==> config.mk <==
export PLATFORM = sky130hd
export DESIGN_NAME = sac_ctrl
export DESIGN_NICKNAME = d
export VERILOG_FILES = /design/src/sv/sac_pkg.sv /design/src/sv/sac_ctrl.sv
export SDC_FILE = /design/constraint.sdc
export NUM_CORES = 1
export LEC_CHECK = 0
export BUFFER_PORTS_ARGS = -buffer_cell sky130_fd_sc_hd__buf_2
export CAP_MARGIN = 20
export CORE_AREA = 3 3 40 42
export CTS_CLUSTER_DIAMETER = 120
export DETAILED_ROUTE_END_ITERATION = 8
export DIE_AREA = 0 0 43 45
export GPL_ROUTABILITY_DRIVEN = 0
export PLACE_DENSITY = 0.3
export SYNTH_ARGS = -nofsm -noshare
export SYNTH_HDL_FRONTEND = slang
export SYNTH_SLANG_ARGS = --single-unit
export TNS_END_PERCENT = 1
==> constraint.sdc <==
create_clock -name clock -period 0.88 [get_ports clock]
set_input_delay 0.044 -clock clock [delete_from_list [all_inputs] [get_ports clock]]
set_output_delay 0.044 -clock clock [all_outputs]
set_load 0.02 [all_outputs]
==> src/sv/sac_pkg.sv <==
// Package for the set-associative cache tag and LRU controller.
// Holds sizes, operation and register codes, and the line and command types.
// No dependencies.
`default_nettype none

package sac_pkg;

   localparam int SETS      = 256;
   localparam int WAYS      = 4;
   localparam int ADDR_BITS = 24;

   localparam int SET_BITS     = (SETS > 1) ? $clog2(SETS) : 1;
   localparam int WAY_BITS     = (WAYS > 1) ? $clog2(WAYS) : 1;
   localparam int WAY_CNT_BITS = $clog2(WAYS + 1);
   localparam int AGE_BITS     = WAY_BITS;
   localparam int TAG_BITS     = ADDR_BITS;

   localparam int CSR_DATA_BITS  = 4;
   localparam int CSR_INDEX_BITS = 2;

   localparam logic [CSR_INDEX_BITS-1:0] CSR_OFFSET_BITS = 2'd0;
   localparam logic [CSR_INDEX_BITS-1:0] CSR_INDEX_BITS_REG = 2'd1;
   localparam logic [CSR_INDEX_BITS-1:0] CSR_WAYS_IN_USE = 2'd2;

   localparam logic [3:0] RESET_OFFSET_BITS = 4'd4;
   localparam logic [3:0] RESET_INDEX_BITS  = 4'd6;
   localparam logic [2:0] RESET_WAYS_IN_USE = 3'd4;

   localparam logic OP_LOAD  = 1'b0;
   localparam logic OP_STORE = 1'b1;

   typedef struct packed {
      logic                valid;
      logic [AGE_BITS-1:0] age;
      logic [TAG_BITS-1:0] tag;
   } way_type;

   typedef way_type [WAYS-1:0] row_type;

   typedef struct packed {
      logic accept;
      logic commit;
   } cmd_type;

endpackage

`default_nettype wire

==> src/sv/sac_ctrl.sv <==
// Controller of the cache tag and LRU block: accept, lookup and result handshake.
// Depends on sac_pkg for the command type.
`default_nettype none

module sac_ctrl (
   input  wire logic             clock,
   input  wire logic             reset,
   input  wire logic             req_valid,
   output logic                  req_stall,
   output logic                  rsp_valid,
   input  wire logic             rsp_stall,
   output sac_pkg::cmd_type      cmd
);
   import sac_pkg::*;

   typedef enum logic [1:0] {
      ST_IDLE   = 2'b01,
      ST_LOOKUP = 2'b10
   } state_type;

   state_type state_ff, state_in;
   logic      rsp_valid_ff, rsp_valid_in;

   always_comb begin
      cmd.accept = (state_ff == ST_IDLE) && req_valid;
      cmd.commit = (state_ff == ST_LOOKUP) && (!rsp_valid_ff || !rsp_stall);
      state_in   = state_ff;
      unique case (state_ff)
         ST_IDLE: begin
            if (cmd.accept) state_in = ST_LOOKUP;
         end
         ST_LOOKUP: begin
            if (cmd.commit) state_in = ST_IDLE;
         end
         default: state_in = ST_IDLE;
      endcase
      rsp_valid_in = cmd.commit || (rsp_valid_ff && rsp_stall);
   end

   always_ff @(posedge clock) begin
      if (reset) begin
         state_ff     <= ST_IDLE;
         rsp_valid_ff <= 1'b0;
      end else begin
         state_ff     <= state_in;
         rsp_valid_ff <= rsp_valid_in;
      end
   end

   assign req_stall = (state_ff != ST_IDLE);
   assign rsp_valid = rsp_valid_ff;

   a_accept_to_lookup: assert property (@(posedge clock) disable iff (reset)
      (state_ff == ST_IDLE && req_valid) |=> state_ff == ST_LOOKUP)
      else $error("accepted beat did not start a lookup");

   a_rsp_from_lookup: assert property (@(posedge clock) disable iff (reset)
      $rose(rsp_valid_ff) |-> $past(state_ff == ST_LOOKUP))
      else $error("result appeared without a lookup");

   a_hold_lookup: assert property (@(posedge clock) disable iff (reset)
      (state_ff == ST_LOOKUP && rsp_valid_ff && rsp_stall) |=> state_ff == ST_LOOKUP)
      else $error("lookup finished over a pending result");

endmodule

`default_nettype wire

==> results.yml <==
worst_setup_path:
  worst-r2r-setup-slack_ns: -0.03
  worst-endpoint-arrival_ns: 0.93
  crit_chain: "nand3b_1 -> inv_1 -> buf_6"
  timing.critical_path.required_ns: 0.84
  worst-r2r-cell-count: 3
  cp_slowest_cell: "sky130_fd_sc_hd__dfxtp_2"
  crit-reg2reg-launch: "state_ff[1]$_SDFFE_PP0P_"
  path_max_fanout: 4
  critical_path.endpoint_type: "output port"
  critical_path.max_stage_delay_ns: 0.33
  critical_path.startpoint_type: "register"
  setup.worst_path.class: "reg -> out"
  worstSetupStartpoint: "state_ff[1]$_SDFFE_PP0P_"
  timing.rr.end: "state_ff[0]$_SDFFE_PP1P_"
place:
  place.port_buffers: 7
  placed_cells_incl_taps: 35
  placed_area_um2: 175.2
power:
  power.leakage_uw: 0.0001197
  power.density_cell_area_nw_per_um2: 1838
  finalPower_uw: 462.3
  ir_worst_vdd_v: 0.0004172
detailed_routing:
  detailedRoute.firstIterationViolations: 0
  drtAntennaViolNets: 0
  post_drt_via_cell_ratio: 3.293
  detailroute.via_count: 135
  drt-total-wl_um: 311
  drt_first_pass_iters: 1
  post-route-drc-count: 0
  routed_wire_length_per_instance_um: 7.585
layout:
  fill_cells: 143
  n_antenna_cell: 0
  drive_gt1_frac: 0.6538
  multi_input_combinational_cell_area_um2: 71.32
  design_area_um2: 251.5
  final_net_count: 31
  register_area_um2: 63.81
  post-route-util: 0.1957
  flow.area_growth_from_synthesis_pct: 109.4
  final_cells: 41
sta:
  setup_viol_count_final: 4
  rsz0062_at_grt: "true"
  min_period_ns: 0.9734
  max_clock_freq_ghz: 1.027
  fin_worst_hold_slack_ns: 0.08194
  timing_hold_violations_final: 0
  final_critical_path_setup_slack_ns: -0.09342
  max_slew_headroom: 0.9109
  clock_skew_ns: 0.0004790
  slew_violations: 0
  tightestPinTransition_ns: 0.1330
  finalCritPeriodShare: 1.106
yosys:
  syn_nets: 17
  async_reset_ff_frac: 0
  mappedNetlistArea_um2: 120.1
  yosys_warnings: 0
  postSynthCellCount: 13
  synth_cell_type_count: 9
  netlist.top_cell.by_area: "sky130_fd_sc_hd__dfxtp_1"
  synthTopCellsByArea: "sky130_fd_sc_hd__dfxtp_1 50%, sky130_fd_sc_hd__a21oi_1 13%, sky130_fd_sc_hd__nand4b_1 7.3%, sky130_fd_sc_hd__a21o_1 6.3%, sky130_fd_sc_hd__nand3b_1 6.3%"
  synth_top_flop_cell: "sky130_fd_sc_hd__dfxtp_1"
  synth_enable_flop_cells: 0
  yosys_register_bits: 3
  synth_largest_type_area_fraction: 0.5000
  ys_top_cells_by_count: "3 x sky130_fd_sc_hd__a21oi_1, 3 x sky130_fd_sc_hd__dfxtp_1"
  synth_area_per_cell_um2: 9.240
  seq_area_frac_synth: 0.5000
clocking:
  clock_sinks: 3
  clkLatencyLatePin_ns: 0.23
  cts_clock_pin_slew_for_the_worst_setup_and_hold_paths_ns: 0.03
  cts_made_buffers: 3
  clock_path_buffers: 2
  root_buffer: "sky130_fd_sc_hd__clkbuf_4"
  tritoncts_clock_tree: "built"
  cts_max_level: 1
floorplan:
  core_ar_um2: 1285
  rows: 13
  dieWidth_um: 43
  die-area_um2: 1935
  initial_utilization: 0.09348
  io_pins: 8
  die_h_um: 45
flow_run:
  maxCapViolCount: 0
global_routing:
  first_global_vias: 141
  grt_max_degree: 5
  grt_first_pass_wirelength_um: 455
  grt-ovfl-total: 0
  grt_util_all_layers: 0.03494
  antenna_found_initial: 0
min_path:
  hold_path.startpoint: "rsp_stall"
  min_delay_path_depth: 3
  min_to: "rsp_valid$_SDFF_PP0_"
  hold_path.class: "in -> reg"
run_status:
  failing_checks: "setup timing"
  outcome: "complete, but fails checks"
-- routing by layer --
layer,up-vias,track usage,wire length (µm)
met1,61,0.03125,112
met3,0,0.02390,40
met5,-,0,0
met2,4,0.04192,158
li1,70,-,-
met4,0,0.05422,0
-- repair_timing --
action / in CTS / in global routing
cloned: 0 / 0
endpoints found under the setup margin: 3 / 5
buffers inserted: 1 / 0
resized for setup: 9 / 1
hold buffers: 1 / 0
endpoints found under the hold margin: 2 / 0
-- layout make-up --
class,count,area share
Tap cell,15,0.07463
Timing Repair Buffer,9,0.2687
Multi-Input combinational cell,9,0.2836
Clock buffer,4,0.1045
Inverter,1,0.01493
Sequential cell,3,0.2537
-- sequential cells by signal, summed over array words and instances, names as in the netlist --
name	cells
rsp_valid	1
state_ff	2
-- kinds of logic after synthesis --
group / share of synthesized area
AND/OR/NAND/NOR: 0.2813
AO/OA/AOI/OAI: 0.1875
flip-flops: 0.5000
buffers and inverters: 0.03122
-- stage by stage --
step / TNS (ns) / setup WS, ns
final: -0.2947 / -0.09342
after global routing: -0.4788 / -0.1476
after CTS: -0.3192 / -0.1023
after detailed placement: 0 / 0.08924
after global placement: 0 / 0.06962
after floorplan: 0 / 0.04539
-- worst max-delay path by stage --
| stage | to | slack [ns] | cells after the start |
|---|---|---|---|
| after detailed placement | state_ff[0]$_SDFFE_PP1P_ | 0.09 | 2 |
| after CTS | cmd[1] | -0.10 | 3 |
| after floorplan | cmd[0] | 0.05 | 2 |
| after global placement | state_ff[0]$_SDFFE_PP1P_ | 0.07 | 2 |
| final | cmd[1] | -0.09 | 3 |
| after global routing | cmd[1] | -0.15 | 3 |
-- power breakdown --
group	internal, µW	switching, µW	total (µW)
Combinational	42.3	33.2	75.5
Sequential	145	7.12	152
Clock	170	65.2	235
-- worst max-delay path: cells and delay by family, from the launching register on --
kind / cells / cell delay, ns
flip-flops: 1 / 0.33
buffers and inverters: 2 / 0.19
AND/OR/NAND/NOR: 1 / 0.17
-- cell usage in the layout (no fill, tap or decap), drive strengths merged --
cell / count
nand4b: 1
clkbuf: 4
a21o: 1
inv: 1
dfxtp: 3
nand2: 1
or2b: 1
buf: 8
dlygate4sd3: 1
a21oi: 3
nand3b: 1
nand2b: 1
Note: power is estimated with default switching activity, not from simulation.
